## src/pvom_pkg.sv

```systemverilog
// pvom_pkg: shared types and constants for the point voxel occupancy marker
// used by every module of the block; depends on nothing
package pvom_pkg;

	// command codes
	localparam logic CMD_MARK = 1'b0;
	localparam logic CMD_READ = 1'b1;

	localparam int WHOLE_W = 24;   // whole-unit part of a nonnegative offset
	localparam int CSIZE_W = 13;
	localparam int COUNT_W = 6;
	localparam int IDX_W   = 5;
	localparam int CFG_IDX_W = 3;

	// configuration register indexes
	typedef enum logic [CFG_IDX_W-1:0] {
		REG_ORIGIN_X  = 3'd0,
		REG_ORIGIN_Y  = 3'd1,
		REG_ORIGIN_Z  = 3'd2,
		REG_CELL_SIZE = 3'd3,
		REG_CELLS_X   = 3'd4,
		REG_CELLS_Y   = 3'd5,
		REG_CELLS_Z   = 3'd6
	} cfg_reg_t;

	typedef struct packed {
		logic              command;
		logic signed [31:0] point_x;
		logic signed [31:0] point_y;
		logic signed [31:0] point_z;
		logic [IDX_W-1:0]  cell_ix;
		logic [IDX_W-1:0]  cell_iy;
		logic [IDX_W-1:0]  cell_iz;
	} in_item_t;

	typedef struct packed {
		logic       was_read;
		logic       occupied;
		logic [3:0] cells_marked;
	} out_item_t;

	typedef struct packed {
		logic signed [31:0]  origin_x;
		logic signed [31:0]  origin_y;
		logic signed [31:0]  origin_z;
		logic [CSIZE_W-1:0]  cell_size;
		logic [COUNT_W-1:0]  cells_x;
		logic [COUNT_W-1:0]  cells_y;
		logic [COUNT_W-1:0]  cells_z;
	} cfg_t;

	// one axis of a classified point
	typedef struct packed {
		logic               neg;
		logic               frac_zero;
		logic [WHOLE_W-1:0] whole;
	} axis_t;

	// queue entry between front and back
	typedef struct packed {
		logic             command;
		axis_t [2:0]      axis;
		logic [IDX_W-1:0] cell_ix;
		logic [IDX_W-1:0] cell_iy;
		logic [IDX_W-1:0] cell_iz;
	} entry_t;

	typedef struct packed {
		logic push;
		logic full;
	} q_ctl_t;

	typedef enum logic [2:0] {
		ST_CLEAR,
		ST_IDLE,
		ST_DIV,
		ST_HIT,
		ST_RMW_RD,
		ST_RMW_WR,
		ST_READ,
		ST_DONE
	} back_state_t;

endpackage

```

## src/pvom_front.sv

```systemverilog
// pvom_front: accepts items and classifies each point axis against the origin
// depends on pvom_pkg
module pvom_front (
	input  logic              start,
	input  logic              clearing,
	input  logic              q_full,
	input  pvom_pkg::in_item_t item,
	input  pvom_pkg::cfg_t    cfg,
	output logic              busy,
	output logic              push,
	output pvom_pkg::entry_t  entry
);
	import pvom_pkg::*;

	logic signed [32:0] d [3];

	// offsets from the grid origin, one wide subtract per axis
	always_comb begin
		d[0] = 33'(item.point_x) - 33'(cfg.origin_x);
		d[1] = 33'(item.point_y) - 33'(cfg.origin_y);
		d[2] = 33'(item.point_z) - 33'(cfg.origin_z);
	end

	// split each offset into sign, whole units and a zero-fraction flag
	always_comb begin
		entry.command = item.command;
		entry.cell_ix = item.cell_ix;
		entry.cell_iy = item.cell_iy;
		entry.cell_iz = item.cell_iz;
		for (int a = 0; a < 3; a++) begin
			entry.axis[a].neg       = d[a][32];
			entry.axis[a].frac_zero = (d[a][7:0] == 8'd0);
			entry.axis[a].whole     = d[a][31:8];
		end
	end

	assign busy = clearing | q_full;
	assign push = start & ~busy;

endmodule

```

## config.mk

```make
export PLATFORM = sky130hd
export DESIGN_NAME = pvom_front
export DESIGN_NICKNAME = d
export VERILOG_FILES = /design/src/pvom_pkg.sv /design/src/pvom_front.sv
export SDC_FILE = /design/constraint.sdc
export NUM_CORES = 1
export LEC_CHECK = 0
export BUFFER_PORTS_ARGS = -buffer_cell sky130_fd_sc_hd__buf_2
export CAP_MARGIN = 20
export CORE_AREA = 2 2 130 132
export DETAILED_ROUTE_END_ITERATION = 8
export DIE_AREA = 0 0 132 134
export GPL_TIMING_DRIVEN = 0
export PLACE_DENSITY = 0.79
export REMOVE_ABC_BUFFERS = 1
export SETUP_SLACK_MARGIN = 0.2
export SLEW_MARGIN = 20
export SYNTH_ARGS = -nofsm -noshare
export SYNTH_HDL_FRONTEND = slang
export SYNTH_SLANG_ARGS = --single-unit
```

## constraint.sdc

```tcl
create_clock -name vclk -period 2.2
set_input_delay 0 -clock vclk [all_inputs]
set_output_delay 0 -clock vclk [all_outputs]
set_load 0.01 [all_outputs]
```

After elaboration in Yosys (flattened, before gate mapping)
Cells that the tools add are included.
{"block": "word_totals", "output_inout_bits": 96, "regBits": 0, "wordCells": 9, "inputBits": 242}
{"block": "op_classes", "bitwise": 3, "add_sub_neg": 3, "n_reduce_logical": 3}
{"op": "$sub 32x32->33", "count": 3}
{"op": "$logic_not 8->1", "count": 3}
{"op": "$and 1x1->1", "count": 1}
{"op": "$not 1->1", "count": 1}
{"op": "$or 1x1->1", "count": 1}

Logic depth before layout (Yosys ltp)
{"block": "depth", "word_depth": 3, "mapped_depth": 12, "depth_no_buf": 12}

Worst setup path before layout
Ideal clock, no wire load.
{"block": "synth_path", "path_kind": "input to output", "startpoint": "in item[47] in the netlist's numbering", "endpoint": "out entry[65] in the netlist's numbering", "required_time_ns": 2.200, "t_arrival_ns": 2.384, "stages": 11, "path_buffers": 0, "setup_slack_ns": -0.184, "path_cell_list": "inv_1 -> ha_1 -> fa_1 -> nor2b_1 -> o211ai_1 -> a21boi_1 -> or2_1 -> and2_1 -> a21oi_1 -> or3_1 -> a2111oi_0"}
{"element": "start, declared", "line": "pvom_front.sv:7", "text": "input pvom_pkg::in_item_t item,"}
{"element": "end, declared", "line": "pvom_front.sv:11", "text": "output pvom_pkg::entry_t entry"}

==> impl_metrics.py <==
metrics = {
    "power_and_ir_drop": {
        "p_per_area_nw_per_um2": 346,
        "ir_drop_v": 0.000226,
        "finalPower_mw": 3.17,
        "leakagePower_nw": 4.56,
    },
    "grt": {
        "met2_usage_pct": 42.1,
        "grt_max_degree": 11,
        "grt_util_met1_pct": 23.3,
        "first_global_vias": 6808,
        "grt_util_all_layers_pct": 21.9,
        "grt_overflow_total": 0,
        "grt_use_met3_pct": 7.11,
        "grt_pass1_wl_mm": 32.5,
        "grt_busiest_layer": "met2",
        "antenna_found_initial": 2,
    },
    "detailed_routing": {
        "drtAntennaViolNets": 0,
        "drt-initial-drc-count": 376,
        "drc": 0,
        "routed_via_density": 5.45,
        "dr.pass1.iters": 5,
        "num_vias": 7387,
        "post_drt_wl_per_cell_um": 17.6,
        "wirelength_mm": 23.8,
    },
    "synthesis": {
        "synth_top_area_share_pct": 22.4,
        "ys_top_cells_by_area": "ha_1 22%, inv_1 8.7%, a21oi_1 7.9%",
        "ys_seq_area_share_pct": 0,
        "synthCells": 804,
        "yosys_warnings": 0,
        "synth_common_cells": "124 x inv_1, 96 x ha_1, 84 x a21oi_1, 65 x nor2_1, 51 x nand2_1",
        "synth.distinct_cells": 69,
        "synth_area_um2": 5350,
        "synth_top_cell_by_area": "ha_1",
        "synth_area_per_cell_um2": 6.66,
        "yosysMostFrequentCell": "inv_1",
    },
    "worst_hold_path": {
        "hp-class": "input port to output port",
        "min_path_cells": 0,
        "worstHoldStart": "item[1]",
        "min_to": "entry[1]",
    },
    "layout": {
        "antenna_cells": 0,
        "finalNetCount": 1478,
        "areaGrowthSynthToFinish_pct": 71.3,
        "n_clock_buffer": 0,
        "nFlopsAndLatches": 0,
        "seqCellArea_um2": 0,
        "drive_gt1_share_pct": 49.6,
        "design_area_um2": 9170,
        "stdcell_count": 1355,
        "final_util_pct": 56.3,
    },
    "die": {
        "die-area_um2": 17700,
        "fp.dieW_um": 132,
        "core_um2": 16300,
        "rows": 47,
        "initial_core_util_pct": 32.9,
        "io_pins": 338,
        "die_h_um": 134,
    },
    "sta": {
        "drv_slew": 0,
        "slew_headroom_pct": 69.1,
        "timing.hold.ws_ns": 0.0000219,
        "rsz0062_at_grt": "yes",
        "setup_viol": 29,
        "min_period_ns": 2.49,
        "timing.final.ws_setup_ns": -0.295,
        "min_period_over_period_pct": 113,
        "setup-tns-final_ns": -2.98,
        "tightest_slew_ns": 0.459,
        "timing.fmax_mhz": 401,
        "final-hold-violation-count": 0,
    },
    "place": {
        "gp_congestion": 0.913,
        "numPortBuffers": 275,
        "placed_area_um2": 6840,
        "post-place-ws_ns": -0.650,
        "dp_hpwl_mm": 16.1,
        "place_inst": 1274,
    },
    "critical_path": {
        "arrival_ns": 2.49,
        "path_cells": "buf_8 > inv_4 > ha_4 > nor2b_4 > o31a_1 > o41ai_2 > a21oi_2 > or3_4 > a21oi_4 > o22ai_4 > a221oi_2 > xnor2_1 > buf_2",
        "path_class": "input port to output port",
        "worst-path-max-fanout": 3,
        "setup.worst_path.end_class": "output port",
        "worstPathRequired_ns": 2.20,
        "cp_slowest_stage_delay_ns": 0.41,
        "cp_slowest_cell": "or3_4",
        "critPathLaunchType": "input port",
    },
    "run": {
        "cap_violations": 0,
    },
    "clock_tree": {
        "cts_hold_buf": 0,
    },
    "run_status": {
        "status": "finished with violations",
        "violations": "setup timing",
    },
}
cells in the final DEF, fill, tap and decap left out, types with 6 or more instances in the layout:
cell type	count
buf_8	6
nand2_2	6
nor2_1	55
a21oi_2	24
inv_4	12
inv_2	10
nor2_2	8
nor3_1	11
buf_2	241
nand2b_1	11
nand3_1	15
o211ai_1	9
nand2_1	44
o21ai_1	11
o21ai_0	22
ha_1	53
ha_4	41
nand4_1	13
a31oi_1	9
xnor2_2	9
xnor2_1	38
buf_4	55
a21o_1	34
o21a_1	11
a21oi_4	10
a21oi_1	53
inv_1	102
o21ai_2	12
buf_6	53
xor2_1	28
area by class of cell:
| type | instances | area [um2] |
|---|---|---|
| inverter | 124 | 495 |
| multi-input combinational | 655 | 6070 |
| timing repair buffer | 356 | 2330 |
| tap | 220 | 275 |
| fill | 1378 | 7120 |
worst max-delay path, delay by kind of cell:
| kind | cells | cell delay [ns] |
|---|---|---|
| compound gates | 6 | 1.33 |
| simple gates | 2 | 0.53 |
| buf+inv | 3 | 0.31 |
| fa+ha+maj | 1 | 0.18 |
| xor+xnor | 1 | 0.15 |
worst max-delay path by stage:
| stage | from | end | slack (ns) | cells past startpoint |
|---|---|---|---|---|
| global placement | item[79] | entry[40] | -0.63 | 14 |
| detailed placement | item[79] | entry[40] | -0.65 | 14 |
| CTS | cfg[96] | entry[38] | -0.35 | 13 |
| finish | cfg[96] | entry[38] | -0.29 | 13 |
| floorplan | item[47] | entry[65] | -0.18 | 11 |
| global route | cfg[96] | entry[38] | -0.40 | 13 |
routing by layer:
| metal | up-vias | wire [um] |
|---|---|---|
| met4 | 4 | 850 |
| met5 | - | 27 |
| li1 | 3507 | - |
| met2 | 413 | 12200 |
| met1 | 3391 | 8340 |
| met3 | 72 | 2400 |
power breakdown:
part	switching, mW	leakage (nW)	internal [mW]
clock network	0	0	0
registers	0	0	0
logic	1.66	4.56	1.52
timing repair:
action | CTS | global route
setup buffers | 54 | 27
gates resized for setup | 212 | 126
pin swaps | 90 | 97
endpoints found under the setup margin | 61 | 62
cells by family (layout without fill, tap and decap cells):
group	after synthesis	in the layout	share of synthesized area [%]
AND/OR/NAND/NOR	220	220	19.9
AO/OA/AOI/OAI	261	261	32.5
adder cells (fa/ha/maj)	99	99	23.6
XOR/XNOR	75	75	12.3
buffers and inverters	149	480	11.8
Note: power is estimated with default switching activity, not from simulation.
