===== src/pvom_pkg.sv =====
// pvom_pkg: shared types and constants for the point voxel occupancy marker
// used by every module of the block; depends on nothing
package pvom_pkg;

	// command codes
	localparam logic CMD_MARK = 1'b0;
	localparam logic CMD_READ = 1'b1;

	localparam int WHOLE_W = 24;   // whole-unit part of a nonnegative offset
	localparam int CSIZE_W = 13;
	localparam int COUNT_W = 6;
	localparam int IDX_W   = 5;
	localparam int CFG_IDX_W = 3;

	// configuration register indexes
	typedef enum logic [CFG_IDX_W-1:0] {
		REG_ORIGIN_X  = 3'd0,
		REG_ORIGIN_Y  = 3'd1,
		REG_ORIGIN_Z  = 3'd2,
		REG_CELL_SIZE = 3'd3,
		REG_CELLS_X   = 3'd4,
		REG_CELLS_Y   = 3'd5,
		REG_CELLS_Z   = 3'd6
	} cfg_reg_t;

	typedef struct packed {
		logic              command;
		logic signed [31:0] point_x;
		logic signed [31:0] point_y;
		logic signed [31:0] point_z;
		logic [IDX_W-1:0]  cell_ix;
		logic [IDX_W-1:0]  cell_iy;
		logic [IDX_W-1:0]  cell_iz;
	} in_item_t;

	typedef struct packed {
		logic       was_read;
		logic       occupied;
		logic [3:0] cells_marked;
	} out_item_t;

	typedef struct packed {
		logic signed [31:0]  origin_x;
		logic signed [31:0]  origin_y;
		logic signed [31:0]  origin_z;
		logic [CSIZE_W-1:0]  cell_size;
		logic [COUNT_W-1:0]  cells_x;
		logic [COUNT_W-1:0]  cells_y;
		logic [COUNT_W-1:0]  cells_z;
	} cfg_t;

	// one axis of a classified point
	typedef struct packed {
		logic               neg;
		logic               frac_zero;
		logic [WHOLE_W-1:0] whole;
	} axis_t;

	// queue entry between front and back
	typedef struct packed {
		logic             command;
		axis_t [2:0]      axis;
		logic [IDX_W-1:0] cell_ix;
		logic [IDX_W-1:0] cell_iy;
		logic [IDX_W-1:0] cell_iz;
	} entry_t;

	typedef struct packed {
		logic push;
		logic full;
	} q_ctl_t;

	typedef enum logic [2:0] {
		ST_CLEAR,
		ST_IDLE,
		ST_DIV,
		ST_HIT,
		ST_RMW_RD,
		ST_RMW_WR,
		ST_READ,
		ST_DONE
	} back_state_t;

endpackage


===== src/pvom_queue.sv =====
// pvom_queue: two-entry queue between the front and back parts
// depends on pvom_pkg
module pvom_queue (
	input  logic             clk,
	input  logic             arst_n,
	input  logic             push,
	input  pvom_pkg::entry_t wr_entry,
	input  logic             pop,
	output pvom_pkg::entry_t rd_entry,
	output logic             empty,
	output logic             full
);
	import pvom_pkg::*;

	entry_t     slot_q [2];
	logic       wr_ptr_q;
	logic       rd_ptr_q;
	logic [1:0] cnt_q;

	// pointers and fill level
	always_ff @(posedge clk or negedge arst_n) begin
		if (!arst_n) begin
			wr_ptr_q <= 1'b0;
			rd_ptr_q <= 1'b0;
			cnt_q    <= 2'd0;
		end else begin
			if (push) wr_ptr_q <= ~wr_ptr_q;
			if (pop) rd_ptr_q <= ~rd_ptr_q;
			cnt_q <= cnt_q + 2'(push) - 2'(pop);
		end
	end

	// storage
	always_ff @(posedge clk) begin
		if (push) slot_q[wr_ptr_q] <= wr_entry;
	end

	assign rd_entry = slot_q[rd_ptr_q];
	assign empty    = (cnt_q == 2'd0);
	assign full     = (cnt_q == 2'd2);

endmodule


===== config.mk =====
export PLATFORM = sky130hd
export DESIGN_NAME = pvom_queue
export DESIGN_NICKNAME = d
export VERILOG_FILES = /design/src/pvom_pkg.sv /design/src/pvom_queue.sv
export SDC_FILE = /design/constraint.sdc
export NUM_CORES = 1
export LEC_CHECK = 0
export BUFFER_PORTS_ARGS = -buffer_cell sky130_fd_sc_hd__buf_2
export CELL_PAD_IN_SITES_DETAIL_PLACEMENT = 1
export CELL_PAD_IN_SITES_GLOBAL_PLACEMENT = 2
export CORE_AREA = 10 10 155 157
export CTS_CLUSTER_SIZE = 28
export DETAILED_ROUTE_END_ITERATION = 8
export DIE_AREA = 0 0 165 167
export MAX_ROUTING_LAYER = met4
export PLACE_DENSITY = 0.74
export SLEW_MARGIN = 20
export SYNTH_ARGS = -nofsm -noshare
export SYNTH_HDL_FRONTEND = slang
export SYNTH_SLANG_ARGS = --single-unit

===== constraint.sdc =====
create_clock -name clk -period 5.7 [get_ports clk]
set_clock_uncertainty 0.2 [all_clocks]
set_input_delay 0.57 -clock clk [delete_from_list [all_inputs] [get_ports clk]]
set_output_delay 0.57 -clock clk [all_outputs]
set_load 0.05 [all_outputs]

After elaboration in Yosys (flattened, before gate mapping):

Memory sizes are Yosys's and may differ from the RTL's.
Index checks and enable logic that the tools add are counted.

* register bits: 4
* memory bits (writable): 188
* memories kept: 1

Memories
* slot_q: words 2, width 94, rd ports 1, clocked after memory_dff 0, wr ports 1, RTL line pvom_queue.sv:15 `entry_t slot_q [2];`

* $add $sub $neg: 2
* eq/ne operators: 1
* muxes and demuxes: 2
* bitwise logic cells: 2
* reductions and logical operators: 1

Operators by type and width (number)
* $add 2x1->2: 1
* $eq 2x2->1 const B: 1
* $logic_not 2->1: 1
* $mux 1: 2
* $not 1->1: 2
* $sub 2x1->2: 1

Logic depth before layout (Yosys ltp):

* word-level depth: 2
* depth in mapped cells: 5

Worst setup path before layout:

Ideal clock, no wire load.

* path kind: input -> register
* start point: in push
* end point: mem slot_q[0][0] (netlist name) (enable)
* arrival: 4.666 ns
* data required time: 4.941 ns
* setup slack: 0.275 ns
* stages: 1
* cell sequence: nor2b_1

* longest elaborated chain between the ends: 2

RTL lines
* start, declared: RTL line pvom_queue.sv:6 `input logic push,`
* $mux 1: RTL line pvom_queue.sv:35 `if (push) slot_q[wr_ptr_q] <= wr_entry;`
* $mux 1 (implied by the code): RTL line pvom_queue.sv:35
* end, declared: RTL line pvom_queue.sv:15

Every way passes these cells.

==> flow_metrics.py <==
metrics = {
    "critical_path": {
        "crit_type": "register to output port",
        "setup.worst_path.start_class": "register",
        "path_max_fanout": 63,
        "path_buf_inv": 2,
        "worstPathArrival_ns": 2.73,
        "crit_chain": "buf_4, mux2_2, buf_2",
        "ff2ff_setup_slack_ns": 3.33,
        "cp_slowest_cell": "dfrtp_4",
        "end_kind": "output port",
        "worstPathRequired_ns": 4.93,
        "max_stage_delay_ns": 1.05,
        "crit_family": "flip-flops",
    },
    "final_layout": {
        "drive_gt1_frac": 0.613,
        "fin_util": 0.433,
        "fin_nets": 614,
        "area_delta_synth_final_pct": 25.4,
        "final_cells": 803,
    },
    "cts": {
        "cts.sinks": 192,
        "clk_pin_slew_ns": 0.07,
        "post_cts_resized": 0,
        "cts.path.max_buffers": 2,
        "insertion_delay_ns": 0.42,
        "cts_tree": "yes",
        "tritoncts.num_buffers": 17,
        "ctsHtreeMaxLevel": 4,
        "root_buffer": "clkbuf_16",
    },
    "global_routing": {
        "grt_max_degree": 64,
        "grt_util_all_layers": 0.116,
        "grt_first_pass_wirelength_mm": 23.5,
        "grt_pass1_vias": 4058,
        "antenna_found_initial": 1,
        "grt_overflow": 0,
    },
    "sta": {
        "clock.fmax_ghz": 0.286,
        "post-route-min-period_ns": 3.50,
        "min_period_over_period": 0.613,
        "setup_tns_ns": 0,
        "slew_viol_final": 0,
        "hold_viol": 0,
        "setup_violations": 0,
        "rsz0062_at_grt": "no",
        "worst_pin_slew_ns": 1.03,
        "maxSlewHeadroom": 0.315,
    },
    "detailed_routing": {
        "wl_per_cell_um": 19.6,
        "via_count": 3539,
        "ant_nets": 0,
        "dr.pass1.iters": 6,
        "drc": 0,
        "detail_route.iter0.violations": 151,
        "viasPerCell": 4.41,
        "wirelength_mm": 15.8,
    },
    "floorplanning": {
        "io_pins": 194,
        "rows": 53,
        "die_h_um": 167,
        "die_area_um2": 27600,
        "die_w_um": 165,
        "coreArea_um2": 20800,
        "start_util": 0.345,
    },
    "logic_synthesis": {
        "synth_fp_nets": 408,
        "synth_cells": 308,
        "ys_types": 14,
        "avgSynthCellArea_um2": 23.3,
        "netlist_area_um2": 7190,
        "ys_ff_latch": 192,
        "yosysWarnings": 0,
        "seq_area_frac_synth": 0.799,
    },
    "placed_design": {
        "portBuffers": 193,
        "post-place-cells": 769,
        "gp_congestion": 0.703,
        "dp_hpwl_mm": 11.1,
    },
    "job": {
        "cap_violations": 0,
    },
    "pwr": {
        "peakVddDrop_uv": 365,
        "powerDensity_nw_per_um2": 591,
        "p_leak_nw": 3.51,
    },
    "min_path": {
        "hold_class": "primary input to register",
    },
    "status": {
        "status": "finished clean",
    },
}
## where the power goes
part	switching, mW	total [mW]	internal (mW)
Sequential	0.172	2.05	1.88
Combinational	1.49	2.14	0.652
Clock	0.527	1.14	0.614
Total	2.19	5.33	3.14
## sequential cells by signal (all words and copies together), names as in the netlist
register,flops
slot_q,188
wr_ptr_q,1
cnt_q,2
rd_ptr_q,1
## cell usage after synthesis, drive strengths merged
library cell  count  area, um^2
edfxtp          188        5650
mux2             94        1250
buf              11         103
dfrtp             4         100
ha                2        25.0
inv               2        7.51
nor2b             2        12.5
xor2              2        17.5
and2              1        6.26
nor2              1        3.75
xor3              1        23.8
## layer usage
| layer | vias to the layer above | GRT usage | routed length, um |
|---|---|---|---|
| li1 | 1635 | - | - |
| met1 | 1771 | 0.131 | 6420 |
| met2 | 121 | 0.190 | 8150 |
| met3 | 12 | 0.0365 | 1030 |
| met4 | 0 | 0.0370 | 154 |
| met5 | - | - | 0 |
## final timing paths
path / end / from / cells after the start
setup / recovery: rd_entry[32] / rd_ptr_q / 3
hold / removal: slot_q[1][6] / wr_entry[6] / 1
setup reg to reg: slot_q[1][68] / wr_ptr_q / 2
hold reg to reg: wr_ptr_q / wr_ptr_q / 1
max in group asynchronous: rd_ptr_q / arst_n / 2
min in group asynchronous: cnt_q[0] / arst_n / 2
## layout make-up
cell class | count | area [um^2]
tap | 275 | 344
timing repair buffer | 198 | 1010
clock buffer | 20 | 437
sequential | 192 | 5750
multi-input combinational | 103 | 1350
inverter | 2 | 7.51
clock inverter | 12 | 125
fill | 2063 | 11800
antenna | 1 | 2.50
## kinds of logic (layout without fill, tap and decap cells)
group / Yosys count / count (layout) / share of synthesized area
xor gates and xnor gates: 3 / 3 / 0.00574
other: 0 / 1 / 0
DFF: 192 / 192 / 0.799
muxes: 94 / 94 / 0.173
and+or+nand+nor: 4 / 4 / 0.00313
buffers and inverters: 13 / 232 / 0.0153
adders and majority gates: 2 / 2 / 0.00348
## cells in the final DEF, fill, tap and decap left out, types with 2 or more instances in the layout
cell | netlist | final
buf_2 | 4 | 193
buf_4 | 0 | 4
clkbuf_1 | 0 | 3
clkbuf_16 | 0 | 17
clkinv_4 | 0 | 3
clkinvlp_4 | 0 | 3
dfrtp_1 | 4 | 3
edfxtp_1 | 188 | 188
ha_1 | 2 | 2
inv_1 | 2 | 2
inv_6 | 0 | 4
mux2_2 | 44 | 44
mux2_4 | 50 | 50
xor2_1 | 2 | 2
## worst register-to-register path, delay by kind of cell, from the launching register on
kind	cells	cell delay, ns
buf+inv	1	0.77
simple gates	1	0.57
flops	1	0.43
## stage by stage
stage	power (mW)	instance area [um^2]	worst slack (ns)	hold slack, ns
global route	5.57	9020	2.02	0.109
CTS	5.42	9010	2.06	0.108
detailed placement	4.27	8440	2.53	0.189
finish	5.33	9020	2.20	0.128
floorplan	3.83	7190	0.275	0.0744
global placement	4.23	8440	2.55	0.178
## what timing repair did
item / in CTS / in global routing
hold buffers: 1 / 0
setup buffers: 0 / 0
hold endpoints to repair: 4 / 0
Note: power is estimated with default switching activity, not from simulation.
